<file path="src/hdl/ebd_pkg.sv">
// ----------------------------------------------------------------------------
// ebd_pkg: shared types and constants of the energy beat detector
// Register indexes, reset values, and the command/status types of the
// bit-serial multiply-accumulate unit.
// ----------------------------------------------------------------------------
package ebd_pkg;

    localparam int unsigned DATA_W    = 32;
    localparam int unsigned COEF_W    = 13;
    localparam int unsigned Q_BITS    = 12;
    localparam int unsigned MAC_W     = 41;
    localparam int unsigned MAC_STEPS = 13;
    localparam int unsigned CNT_W     = $clog2(MAC_STEPS);
    localparam int unsigned IDX_W     = 3;

    localparam logic [Q_BITS-1:0] ROUND_HALF = 12'h800;

    localparam logic [IDX_W-1:0] REG_FAST_COEF     = 3'd0;
    localparam logic [IDX_W-1:0] REG_SLOW_COEF     = 3'd1;
    localparam logic [IDX_W-1:0] REG_INTERVAL_COEF = 3'd2;
    localparam logic [IDX_W-1:0] REG_RATIO_THR     = 3'd3;
    localparam logic [IDX_W-1:0] REG_HOLDOFF_LEN   = 3'd4;
    localparam logic [IDX_W-1:0] REG_STEADY_LIMIT  = 3'd5;
    localparam logic [IDX_W-1:0] REG_BLINK_PERIOD  = 3'd6;

    localparam logic [COEF_W-1:0] RST_FAST_COEF     = 13'd10;
    localparam logic [COEF_W-1:0] RST_SLOW_COEF     = 13'd4095;
    localparam logic [COEF_W-1:0] RST_INTERVAL_COEF = 13'd1024;
    localparam logic [7:0]        RST_RATIO_THR     = 8'd4;
    localparam logic [15:0]       RST_HOLDOFF_LEN   = 16'd1500;
    localparam logic [DATA_W-1:0] RST_STEADY_LIMIT  = 32'd300;
    localparam logic [7:0]        RST_BLINK_PERIOD  = 8'd99;

    typedef struct packed {
        logic              start;
        logic [MAC_W-1:0]  acc_init;
        logic [MAC_W-1:0]  mcand;
        logic [COEF_W-1:0] mplier;
    } t_mac_cmd;

    typedef struct packed {
        logic busy;
        logic done;
    } t_mac_stat;

endpackage

</file>
<file path="src/hdl/ebd_mac.sv">
// ----------------------------------------------------------------------------
// ebd_mac: bit-serial multiply-accumulate
// Adds multiplicand times multiplier to a preset accumulator, consuming one
// multiplier bit per cycle while the multiplicand shifts left.
// ----------------------------------------------------------------------------
module ebd_mac
    import ebd_pkg::*;
(
    input  logic             i_clk,
    input  logic             i_rst_n,
    input  t_mac_cmd         i_cmd,
    output t_mac_stat        o_stat,
    output logic [MAC_W-1:0] o_acc
);

    logic [MAC_W-1:0]  r_acc;
    logic [MAC_W-1:0]  r_mcand;
    logic [COEF_W-1:0] r_mplier;
    logic [CNT_W-1:0]  r_cnt;
    logic              r_busy;
    logic              r_done;

    always_ff @(posedge i_clk) begin
        if (!i_rst_n) begin
            r_busy <= 1'b0;
            r_done <= 1'b0;
            r_cnt  <= '0;
        end else begin
            r_done <= 1'b0;
            if (i_cmd.start) begin
                r_busy <= 1'b1;
                r_cnt  <= '0;
            end else if (r_busy) begin
                r_cnt <= r_cnt + CNT_W'(1);
                if (r_cnt == CNT_W'(MAC_STEPS - 1)) begin
                    r_busy <= 1'b0;
                    r_done <= 1'b1;
                end
            end
        end
    end

    always_ff @(posedge i_clk) begin
        if (i_cmd.start) begin
            r_acc    <= i_cmd.acc_init;
            r_mcand  <= i_cmd.mcand;
            r_mplier <= i_cmd.mplier;
        end else if (r_busy) begin
            if (r_mplier[0]) begin
                r_acc <= r_acc + r_mcand;
            end
            r_mcand  <= {r_mcand[MAC_W-2:0], 1'b0};
            r_mplier <= {1'b0, r_mplier[COEF_W-1:1]};
        end
    end

    assign o_stat.busy = r_busy;
    assign o_stat.done = r_done;
    assign o_acc       = r_acc;

endmodule

</file>
<file path="src/hdl/energy_beat_detector.sv">
// ----------------------------------------------------------------------------
// energy_beat_detector: energy-ratio beat detector with Q12 averages
// Sequencing: a sample transaction takes three serial MAC passes (slow
//   average, fast average, ratio compare) and two more on a beat (mean
//   interval, mean error); a tick uses no MAC pass.
// Flow: the next transaction is taken once the result registers and the
//   state returns to idle. A new transaction is taken while the previous
//   result still waits.
// Reset: synchronous active-low; averages and counters clear, registers load
//   their default values.
// ----------------------------------------------------------------------------
module energy_beat_detector
    import ebd_pkg::*;
(
    input  logic              i_clk,
    input  logic              i_rst_n,
    input  logic              i_cfg_we,
    input  logic [IDX_W-1:0]  i_cfg_idx,
    input  logic [DATA_W-1:0] i_cfg_data,
    input  logic              i_in_valid,
    output logic              o_in_stall,
    input  logic              i_mode,
    input  logic [7:0]        i_sample,
    output logic              o_out_valid,
    input  logic              i_out_stall,
    output logic              o_beat,
    output logic [DATA_W-1:0] o_interval,
    output logic [DATA_W-1:0] o_mean_interval,
    output logic [DATA_W-1:0] o_mean_error,
    output logic              o_led
);

    typedef enum logic [3:0] {
        S_IDLE,
        S_SLOW,
        S_FAST,
        S_CMP,
        S_IMGO,
        S_IM,
        S_ABS,
        S_ERRGO,
        S_ERR,
        S_OUT
    } t_state;

    localparam int unsigned EXT_W = MAC_W - DATA_W;

    t_state            r_state;
    t_mac_cmd          r_cmd;
    t_mac_stat         w_stat;
    logic [MAC_W-1:0]  w_acc;

    logic [COEF_W-1:0] r_fast_coef;
    logic [COEF_W-1:0] r_slow_coef;
    logic [COEF_W-1:0] r_interval_coef;
    logic [7:0]        r_ratio_thr;
    logic [15:0]       r_holdoff_len;
    logic [DATA_W-1:0] r_steady_limit;
    logic [7:0]        r_blink_period;

    logic [DATA_W-1:0] r_slow;
    logic [DATA_W-1:0] r_fast;
    logic [DATA_W-1:0] r_im;
    logic [DATA_W-1:0] r_err;
    logic [15:0]       r_holdoff;
    logic [DATA_W-1:0] r_tick;
    logic [DATA_W-1:0] r_last;
    logic [7:0]        r_blink;
    logic [7:0]        r_s8;
    logic [DATA_W-1:0] r_interval;
    logic [DATA_W-1:0] r_dev;
    logic              r_beat;
    logic              r_ov;

    logic [DATA_W-1:0] w_s_in;
    logic [DATA_W-1:0] w_s_reg;
    logic [DATA_W-1:0] w_ema;
    logic              w_hit;
    logic [7:0]        w_blink_inc;
    logic [7:0]        w_top;
    logic [7:0]        w_blink_next;

    ebd_mac u_mac (
        .i_clk   (i_clk),
        .i_rst_n (i_rst_n),
        .i_cmd   (r_cmd),
        .o_stat  (w_stat),
        .o_acc   (w_acc)
    );

    assign w_s_in       = {12'b0, i_sample, 12'b0};
    assign w_s_reg      = {12'b0, r_s8, 12'b0};
    assign w_ema        = {12'b0, w_acc[DATA_W-1:Q_BITS]};
    assign w_hit        = (r_slow == '0) ? (r_fast != '0)
                                         : ({EXT_W'(0), r_fast} >= w_acc);
    assign w_blink_inc  = r_blink + 8'd1;
    assign w_top        = (r_err < r_steady_limit) ? r_blink_period : 8'd0;
    assign w_blink_next = (w_blink_inc > w_top) ? 8'd0 : w_blink_inc;

    assign o_in_stall  = (r_state != S_IDLE);
    assign o_out_valid = r_ov;

    always_ff @(posedge i_clk) begin
        if (!i_rst_n) begin
            r_fast_coef     <= RST_FAST_COEF;
            r_slow_coef     <= RST_SLOW_COEF;
            r_interval_coef <= RST_INTERVAL_COEF;
            r_ratio_thr     <= RST_RATIO_THR;
            r_holdoff_len   <= RST_HOLDOFF_LEN;
            r_steady_limit  <= RST_STEADY_LIMIT;
            r_blink_period  <= RST_BLINK_PERIOD;
        end else if (i_cfg_we) begin
            case (i_cfg_idx)
                REG_FAST_COEF:     r_fast_coef     <= i_cfg_data[COEF_W-1:0];
                REG_SLOW_COEF:     r_slow_coef     <= i_cfg_data[COEF_W-1:0];
                REG_INTERVAL_COEF: r_interval_coef <= i_cfg_data[COEF_W-1:0];
                REG_RATIO_THR:     r_ratio_thr     <= i_cfg_data[7:0];
                REG_HOLDOFF_LEN:   r_holdoff_len   <= i_cfg_data[15:0];
                REG_STEADY_LIMIT:  r_steady_limit  <= i_cfg_data;
                REG_BLINK_PERIOD:  r_blink_period  <= i_cfg_data[7:0];
                default: begin
                end
            endcase
        end
    end

    always_ff @(posedge i_clk) begin
        if (!i_rst_n) begin
            r_state   <= S_IDLE;
            r_cmd     <= '0;
            r_ov      <= 1'b0;
            r_slow    <= '0;
            r_fast    <= '0;
            r_im      <= '0;
            r_err     <= '0;
            r_holdoff <= '0;
            r_tick    <= '0;
            r_last    <= '0;
            r_blink   <= '0;
            r_beat    <= 1'b0;
        end else begin
            r_cmd.start <= 1'b0;
            if (r_ov && !i_out_stall) begin
                r_ov <= 1'b0;
            end
            case (r_state)
                S_IDLE: begin
                    if (i_in_valid) begin
                        if (i_mode) begin
                            r_tick     <= r_tick + 32'd1;
                            r_blink    <= w_blink_next;
                            r_beat     <= 1'b0;
                            r_interval <= '0;
                            r_state    <= S_OUT;
                        end else begin
                            r_s8           <= i_sample;
                            r_cmd.start    <= 1'b1;
                            r_cmd.acc_init <= MAC_W'({i_sample, 12'b0, ROUND_HALF});
                            r_cmd.mcand    <= MAC_W'(r_slow - w_s_in);
                            r_cmd.mplier   <= r_slow_coef;
                            r_state        <= S_SLOW;
                        end
                    end
                end
                S_SLOW: begin
                    if (w_stat.done) begin
                        r_slow         <= w_ema;
                        r_cmd.start    <= 1'b1;
                        r_cmd.acc_init <= MAC_W'({r_s8, 12'b0, ROUND_HALF});
                        r_cmd.mcand    <= MAC_W'(r_fast - w_s_reg);
                        r_cmd.mplier   <= r_fast_coef;
                        r_state        <= S_FAST;
                    end
                end
                S_FAST: begin
                    if (w_stat.done) begin
                        r_fast         <= w_ema;
                        r_cmd.start    <= 1'b1;
                        r_cmd.acc_init <= '0;
                        r_cmd.mcand    <= MAC_W'(r_slow);
                        r_cmd.mplier   <= COEF_W'(r_ratio_thr) + COEF_W'(1);
                        r_state        <= S_CMP;
                    end
                end
                S_CMP: begin
                    if (w_stat.done) begin
                        if (w_hit && (r_holdoff == '0)) begin
                            r_beat     <= 1'b1;
                            r_interval <= r_tick - r_last;
                            r_last     <= r_tick;
                            r_holdoff  <= (r_holdoff_len != '0) ? r_holdoff_len - 16'd1
                                                                : 16'd0;
                            r_state    <= S_IMGO;
                        end else begin
                            r_beat     <= 1'b0;
                            r_interval <= '0;
                            if (r_holdoff != '0) begin
                                r_holdoff <= r_holdoff - 16'd1;
                            end
                            r_state    <= S_OUT;
                        end
                    end
                end
                S_IMGO: begin
                    r_cmd.start    <= 1'b1;
                    r_cmd.acc_init <= MAC_W'({r_interval[DATA_W-Q_BITS-1:0], ROUND_HALF});
                    r_cmd.mcand    <= MAC_W'(r_im - r_interval);
                    r_cmd.mplier   <= r_interval_coef;
                    r_state        <= S_IM;
                end
                S_IM: begin
                    if (w_stat.done) begin
                        r_im    <= w_ema;
                        r_dev   <= w_ema - r_interval;
                        r_state <= S_ABS;
                    end
                end
                S_ABS: begin
                    r_dev   <= r_dev[DATA_W-1] ? (32'd0 - r_dev) : r_dev;
                    r_state <= S_ERRGO;
                end
                S_ERRGO: begin
                    r_cmd.start    <= 1'b1;
                    r_cmd.acc_init <= MAC_W'({r_dev[DATA_W-Q_BITS-1:0], ROUND_HALF});
                    r_cmd.mcand    <= MAC_W'(r_err - r_dev);
                    r_cmd.mplier   <= r_interval_coef;
                    r_state        <= S_ERR;
                end
                S_ERR: begin
                    if (w_stat.done) begin
                        r_err   <= w_ema;
                        r_state <= S_OUT;
                    end
                end
                S_OUT: begin
                    if (!r_ov || !i_out_stall) begin
                        r_ov            <= 1'b1;
                        o_beat          <= r_beat;
                        o_interval      <= r_interval;
                        o_mean_interval <= r_im;
                        o_mean_error    <= r_err;
                        o_led           <= (r_blink == '0);
                        r_state         <= S_IDLE;
                    end
                end
                default: begin
                    r_state <= S_IDLE;
                end
            endcase
        end
    end

    a_done_in_wait: assert property (@(posedge i_clk) disable iff (!i_rst_n)
        w_stat.done |-> (r_state == S_SLOW || r_state == S_FAST || r_state == S_CMP
                         || r_state == S_IM || r_state == S_ERR))
        else $error("MAC completion outside a wait state");

    a_start_idle_mac: assert property (@(posedge i_clk) disable iff (!i_rst_n)
        r_cmd.start |-> !w_stat.busy)
        else $error("MAC started while busy");

    a_no_beat_zero_intv: assert property (@(posedge i_clk) disable iff (!i_rst_n)
        (o_out_valid && !o_beat) |-> (o_interval == '0))
        else $error("nonzero interval without beat");

    a_holdoff_blocks: assert property (@(posedge i_clk) disable iff (!i_rst_n)
        (r_state == S_CMP && w_stat.done && r_holdoff != '0)
            |=> (r_state == S_OUT && !r_beat))
        else $error("beat fired during holdoff");

endmodule
</file>
<file path="config.mk">
export PLATFORM = sky130hd
export DESIGN_NAME = energy_beat_detector
export DESIGN_NICKNAME = d
export VERILOG_FILES = /design/src/hdl/ebd_pkg.sv /design/src/hdl/ebd_mac.sv /design/src/hdl/energy_beat_detector.sv
export SDC_FILE = /design/constraint.sdc
export NUM_CORES = 2
export LEC_CHECK = 0
export ABC_AREA = 1
export BUFFER_PORTS_ARGS = -buffer_cell sky130_fd_sc_hd__buf_2
export CORE_MARGIN = 2
export CORE_UTILIZATION = 25
export DETAILED_ROUTE_END_ITERATION = 12
export PLACE_DENSITY = 0.38
export SLEW_MARGIN = 20
export SYNTH_ARGS = -nofsm -noshare
export SYNTH_HDL_FRONTEND = slang
export SYNTH_SLANG_ARGS = --single-unit
</file>
<file path="constraint.sdc">
create_clock -name i_clk -period 8.98 [get_ports i_clk]
set_input_delay 1.347 -clock i_clk [delete_from_list [all_inputs] [get_ports i_clk]]
set_output_delay 1.347 -clock i_clk [all_outputs]
set_load 0.02 [all_outputs]
</file>
---- Word level (Yosys, flattened, before mapping) ----
Index checks and enable logic that the tools add are counted.
storage, ports and cells
  bits in registers ....................... 620
  input bits .............................. 49
  output and inout bits ................... 100
  logic and storage cells ................. 176
cells by class
  $add $sub $neg .......................... 14
  order comparisons ....................... 3
  equal/unequal tests ..................... 26
  multiplexer cells ....................... 48
  bitwise logic cells ..................... 3
  reduce and logical (&&, ||, !) cells .... 45
operators with widths
  operator                                              number
  case mux 96 bit (5 select lines)                      1
  two-way mux 96 bit                                    4
  two-way mux 41 bit                                    5
  two-way mux 32 bit                                    6
  case mux 32 bit (2 select lines)                      2
  subtractor 20 x 32 -> 33 bit                          2
  two-way mux 16 bit                                    3
  subtractor 20 x 20 -> 21 bit                          2
  adder 41 bit                                          1
  greater-or-equal comparator 20 x 41 -> 1 bit          1
  case mux 4 bit (10 select lines)                      1
  two-way mux 4 bit                                     9
  adder 32 x 1 -> 32 bit (second input constant)        1
  logical NOT 32 bit                                    1
  less-than comparator 20 x 32 -> 1 bit                 1
  nonzero test 16 bit                                   2
  nonzero test 32 bit                                   1
  subtractor 1 x 32 -> 32 bit (first input constant)    1
  subtractor 16 x 1 -> 16 bit (second input constant)   2
  subtractor 20 x 32 -> 32 bit                          1
  subtractor 32 bit                                     1
  two-way mux 13 bit                                    2
  AND reduction 2 bit                                   12
  equality test 4 x 3 -> 1 bit (second input constant)  4
  32 further kinds                                      73

---- Depth between registers and ports, before layout ----
  depth after elaboration ................. 6
  depth in mapped cells ................... 20
  depth with buffers taken out ............ 20

---- Hierarchy ----
Synthesis repeated with hierarchy kept, for this count alone.
second synthesis, totals
  cells, all modules ...................... 5061
  area total of the unflattened synthesis .. 36080.9 um^2
by module, submodules not included
  module                instances  cells an instance  area an instance (um^2)  seq. area each (um^2)
  energy_beat_detector  1          4011               28760.1                  11290.8
  ebd_mac               1          1050               7320.8                   2972.9

---- Worst setup path after synthesis ----
No wires, ideal clock.
  path type ............................... input to register
  from .................................... in i_rst_n
  to ...................................... reg o_beat, enable pin
  library setup time ...................... 0.597 ns
  data arrival time ....................... 7.010 ns
  data required time ...................... 8.383 ns
  setup slack ............................. 1.373 ns
  stages .................................. 4
  buffers on the path ..................... 2
  cells stage by stage .................... clkbuf_1 > inv_2 > buf_1 > nor3_1
on the way
  word-level cells in the longest chain between the ends .. 1
ends and longest elaborated chain
  item                           line                         text
  from (decl)                    energy_beat_detector.sv:16   input logic i_rst_n,
  AND reduction 3 bit (no line)  n/a
  to (signal assigned)           energy_beat_detector.sv:238  o_beat <= r_beat;
  to (decl)                      energy_beat_detector.sv:26   output logic o_beat,
Every way passes these cells.
A chain may end at the register's enable or synchronous reset.

---- Worst setup path after layout ----
  from .................................... reg u_mac.r_acc[14], in the netlist u_mac.o_acc[14]
  to ...................................... reg r_last[25]
on the way
  word-level cells in the longest chain between the ends .. 4
ends and longest elaborated chain
  item                                          line                         text
  from (decl)                                   ebd_mac.sv:16                logic [MAC_W-1:0] r_acc;
  from (signal assigned)                        ebd_mac.sv:45                r_acc <= i_cmd.acc_init;
  from (signal assigned)                        ebd_mac.sv:50                r_acc <= r_acc + r_mcand;
  greater-or-equal comparator 20 x 41 -> 1 bit  energy_beat_detector.sv:95   : ({EXT_W'(0), r_fast} >= w_acc);
  two-way mux 1 bit                             energy_beat_detector.sv:94   assign w_hit = (r_slow == '0) ? (r_fast != '0)
  logical AND 1 bit                             energy_beat_detector.sv:187  if (w_hit && (r_holdoff == '0)) begin
  AND reduction 3 bit (no line)                 n/a
  to (signal assigned)                          energy_beat_detector.sv:190  r_last <= r_tick;
  to (decl)                                     energy_beat_detector.sv:67   logic [DATA_W-1:0] r_last;
Every way passes these cells.

==> results.txt <==
----------------------------------------------------
[STA]
  Setup repair after global routing missed its margin ... no
  Fmax achieved ... 265 MHz
  Slew at the pin closest to its max-slew limit ... roughly 1.0 ns
  TNS Setup ... 0 ns
  Slew HR ... 30.3%
  Period utilization ... 42.0%
  Final-report max-slew violation count ... 0
  Final critical-path setup slack ... roughly 5.2 ns
  Endpoints failing setup ... 0
  Minimum period implied by the final worst setup slack ... 3.77 ns
  Total count of hold-check failures in the final report ... 0
  Post-Route Skew ... ~0.03 ns

[Die]
  Die Footprint ... 0.146 mm^2
  Boundary Pins ... 149
  Number of placement rows ... 138
  Die span in y ... 382 um
  Width of the die ... 382 um
  Initial core utilization ... 25.2%
  Area inside the core boundary ... 0.142 mm^2

[Clock tree]
  TritonCTS clock tree ... done
  Number of buffers inserted during clock tree synthesis ... 79
  CTS H-Tree Depth ... 3
  Number of instances resized during post-cts repair ... 0
  Latest clock arrival within the worst-skew pair ... 0.70 ns
  CTS sink cnt ... 592
  Root buffer cell ... sky130_fd_sc_hd__clkbuf_16
  Bufs on Longest Clock Path ... 3
  Clock-pin slew reported for the worst setup and hold paths after clock tree synthesis ... 0.06 ns
  Hold-fix buffer count after cts ... 0
  Post-CTS setup buffers ... 0

[Drt]
  Via density ... 4.83
  Via count of the routed design ... between 30000 and 40000
  Drt total wl ... 151000 um
  Avg WL per Cell ... 21.8 um
  Number of DRC violations after detailed-routing iteration 0 ... 2675
  Detailed-route DRC error count ... 0
  Antenna viol nets, final ... 0
  Router iterations before antenna repair ... 5

[Run]
  # Max-Cap Violations ... 0

[Setup path]
  CP Class ... register to register
  Register-to-Register Path Depth ... 12
  Required time reported for the critical path endpoint ... around 9.6 ns
  Maximum net fanout on the critical path ... 35
  Endpoint kind of the worst setup timing path ... register
  CP startpoint kind ... register
  Register-to-Register Setup Slack ... ~5.2 ns
  Destination of the worst register-to-register timing path ... r_last[25]$_SDFFE_PN0P_
  Origin of the critical flop-to-flop path ... u_mac.o_acc[14]$_DFFE_PP_
  Worst EP arrival ... 4.38 ns

[Pwr]
  Leakage Power ... 17.3 nW
  Pwr dens ... about 300 mW/mm^2
  Maximum ir drop on the vdd rail ... 141 uV

[Layout]
  Non-filler instance count after layout ... 6926
  Leading cell types in the layout, fill and taps excluded ... 997 x sky130_fd_sc_hd__nand2_1, 611 x sky130_fd_sc_hd__inv_1, 564 x sky130_fd_sc_hd__nor2_1
  Filler cell count in the final layout ... 15795
  Area grow syn2layout ... 15.1%
  Most common cell after layout, fill and taps aside ... sky130_fd_sc_hd__nand2_1
  Final core utilization ... 29.0%
  Proportion of layout cells with a drive suffix above 1 ... 7.15%
  FF+latch area ... 0.0143 mm^2
  Area of the multi-input gates ... 0.0184 mm^2
  Final Net Count ... 5229

[Place]
  Pre-CTS worst setup slack ... just over 5 ns
  Placed cell count ... 6779
  Post-DP HPWL ... 116000 um
  Routability congestion estimate from global placement ... 0.904
  Number of input and output port buffers inserted ... 124

[Global route]
  Initial antenna violation count ... 4
  All-Layer GR Usage ... 20.3%
  Vias in the first global route ... about 32000
  Maximum number of pins on one net before global-route repair ... roughly 170
  Total congestion overflow ... 0
  First-pass GRT wire length ... 221000 um

[Synthesis]
  Largest area contributor in the netlist ... sky130_fd_sc_hd__edfxtp_1
  Gate count of the mapped netlist ... 4875
  Dominant synthesized flop cell ... sky130_fd_sc_hd__dfxtp_1
  Area share of the largest cell type after synthesis ... about a fifth
  Yosys cell types ... 69
  Ranking of synthesized cells by area ... sky130_fd_sc_hd__edfxtp_1 20%, sky130_fd_sc_hd__dfxtp_1 20%, sky130_fd_sc_hd__nand2_1 11%
  EDFF count, synth ... approximately 240
  Syn. warnings ... 0
  Average cell area after synthesis ... 7.31 um^2
  Mapped Area ... 0.0357 mm^2
  Part of the Yosys area used for sequential elements ... 40.0%
  Post-synthesis async set-or-reset flop share ... 0%
  Number of register bits inferred by synthesis ... 592

[Min path]
  Worst hold path class ... register to register
  Cells on Worst Hold Path ... 0
  Hold wc startpoint ... r_interval[8]$_SDFFCE_PN0P_
  Worst Hold End ... o_interval[8]$_DFFE_PP_

[Run status]
  Outcome ... complete, no violations

----------------------------------------------------
==> stage by stage <==
stage	instance area [um^2]	hold slack, ns	power (W)
2_1_floorplan	35700	0.403	0.00689
5_1_grt	41000	0.447	0.0129
3_5_place_dp	38300	0.435	0.00878
6_report	41000	0.436	0.0121
3_3_place_gp	38300	0.435	0.00882
4_1_cts	41000	0.420	0.0122
==> registers in the layout, indices dropped and copies added, names as in the netlist, 13 cells and up <==
register,cells
o_interval,32
o_mean_error,20
o_mean_interval,20
r_cmd,68
r_dev,32
r_err,20
r_fast,20
r_fast_coef,13
r_holdoff,16
r_holdoff_len,16
r_im,20
r_interval,32
r_interval_coef,13
r_last,32
r_slow,20
r_slow_coef,13
r_steady_limit,32
r_tick,32
u_mac.o_acc,41
u_mac.r_mcand,41
u_mac.r_mplier,13
==> kinds of logic after synthesis <==
group	synth area share [%]
AOI/OAI and AO/OA	16.3
DFF	40.0
other	0.0105
buffers and inverters	8.71
xor gates and xnor gates	2.01
and+or+nand+nor	25.4
adders and majority gates	7.52
==> report_power, final <==
group	switching, W	leakage, nW	total, W	internal (W)
clock network	0.00135	1.34	0.00339	0.00204
registers	0.000503	5.09	0.00401	0.00351
logic	0.00335	10.9	0.00474	0.00139
total	0.00520	17.3	0.0121	0.00694
==> final cells by class <==
class	instances	share of cell area, %
clock inverter	39	1.13
tap	1890	5.76
sequential	592	34.8
inverter	620	5.68
antenna	2	0.0122
clock buffer	106	5.55
multi-input combinational	3520	44.9
timing repair buffer	157	2.19
==> worst max-delay path by stage <==
stage	from	end	slack (ns)
2_1_floorplan	i_rst_n	o_beat$_DFFE_PP_	1.37
6_report	u_mac.o_acc[14]$_DFFE_PP_	r_last[25]$_SDFFE_PN0P_	5.21
3_5_place_dp	u_mac.o_acc[12]$_DFFE_PP_	r_last[11]$_SDFFE_PN0P_	5.18
5_1_grt	r_state[2]$_SDFFE_PN0P_	r_cmd[29]$_SDFFE_PN0P_	4.80
3_3_place_gp	r_state[2]$_SDFFE_PN0P_	r_cmd[29]$_SDFFE_PN0P_	5.25
4_1_cts	u_mac.o_acc[15]$_DFFE_PP_	r_last[25]$_SDFFE_PN0P_	5.15
==> metal layers <==
metal / up-vias / GRT usage [%] / part of all wire, %
li1: 16539 / - / -
met1: 15994 / 28.0 / 47
met2: 781 / 33.4 / 46
met3: 162 / 2.58 / 4.5
met4: 0 / 5.32 / 2.5
met5: - / 0 / 0
==> cell usage after synthesis, types with 6 or more instances <==
| master | number |
|---|---|
| sky130_fd_sc_hd__nand2_1 | 1000 |
| sky130_fd_sc_hd__inv_1 | 611 |
| sky130_fd_sc_hd__nor2_1 | 568 |
| sky130_fd_sc_hd__a21oi_1 | 495 |
| sky130_fd_sc_hd__o21ai_0 | 368 |
| sky130_fd_sc_hd__dfxtp_1 | 351 |
| sky130_fd_sc_hd__nand3_1 | 330 |
| sky130_fd_sc_hd__edfxtp_1 | 241 |
| sky130_fd_sc_hd__ha_1 | 203 |
| sky130_fd_sc_hd__clkbuf_1 | 92 |
| sky130_fd_sc_hd__nand4_1 | 68 |
| sky130_fd_sc_hd__nor3_1 | 68 |
| sky130_fd_sc_hd__xor2_1 | 67 |
| sky130_fd_sc_hd__a31oi_1 | 31 |
| sky130_fd_sc_hd__or2_2 | 30 |
| sky130_fd_sc_hd__o22ai_1 | 29 |
| sky130_fd_sc_hd__buf_4 | 26 |
| sky130_fd_sc_hd__o211ai_1 | 24 |
| sky130_fd_sc_hd__nor4_1 | 23 |
| sky130_fd_sc_hd__buf_2 | 22 |
| sky130_fd_sc_hd__buf_1 | 21 |
| sky130_fd_sc_hd__o21a_1 | 19 |
| sky130_fd_sc_hd__a21o_1 | 17 |
| sky130_fd_sc_hd__a221oi_1 | 17 |
| sky130_fd_sc_hd__xnor2_1 | 15 |
| sky130_fd_sc_hd__o21bai_1 | 11 |
| sky130_fd_sc_hd__a22oi_1 | 10 |
| sky130_fd_sc_hd__nand3b_1 | 10 |
| sky130_fd_sc_hd__o21ai_1 | 8 |
| sky130_fd_sc_hd__fa_1 | 7 |
| sky130_fd_sc_hd__o221ai_1 | 6 |
| sky130_fd_sc_hd__o31ai_1 | 6 |
==> worst max-delay path, cell delays in order (launching register included) <==
cell                       delay (ns)
sky130_fd_sc_hd__edfxtp_1        0.64
sky130_fd_sc_hd__inv_1           0.18
sky130_fd_sc_hd__ha_1            0.35
sky130_fd_sc_hd__nand2_1         0.06
sky130_fd_sc_hd__nor2_1          0.10
sky130_fd_sc_hd__nand2_1         0.08
sky130_fd_sc_hd__nor3_1          0.18
sky130_fd_sc_hd__nand3_1         0.13
sky130_fd_sc_hd__nand4_2         0.37
sky130_fd_sc_hd__nand4_4         0.53
sky130_fd_sc_hd__nor2_4          0.82
sky130_fd_sc_hd__nor2_1          0.08
sky130_fd_sc_hd__nor2_1          0.13
No activity file was read; power rests on OpenSTA's default activity.
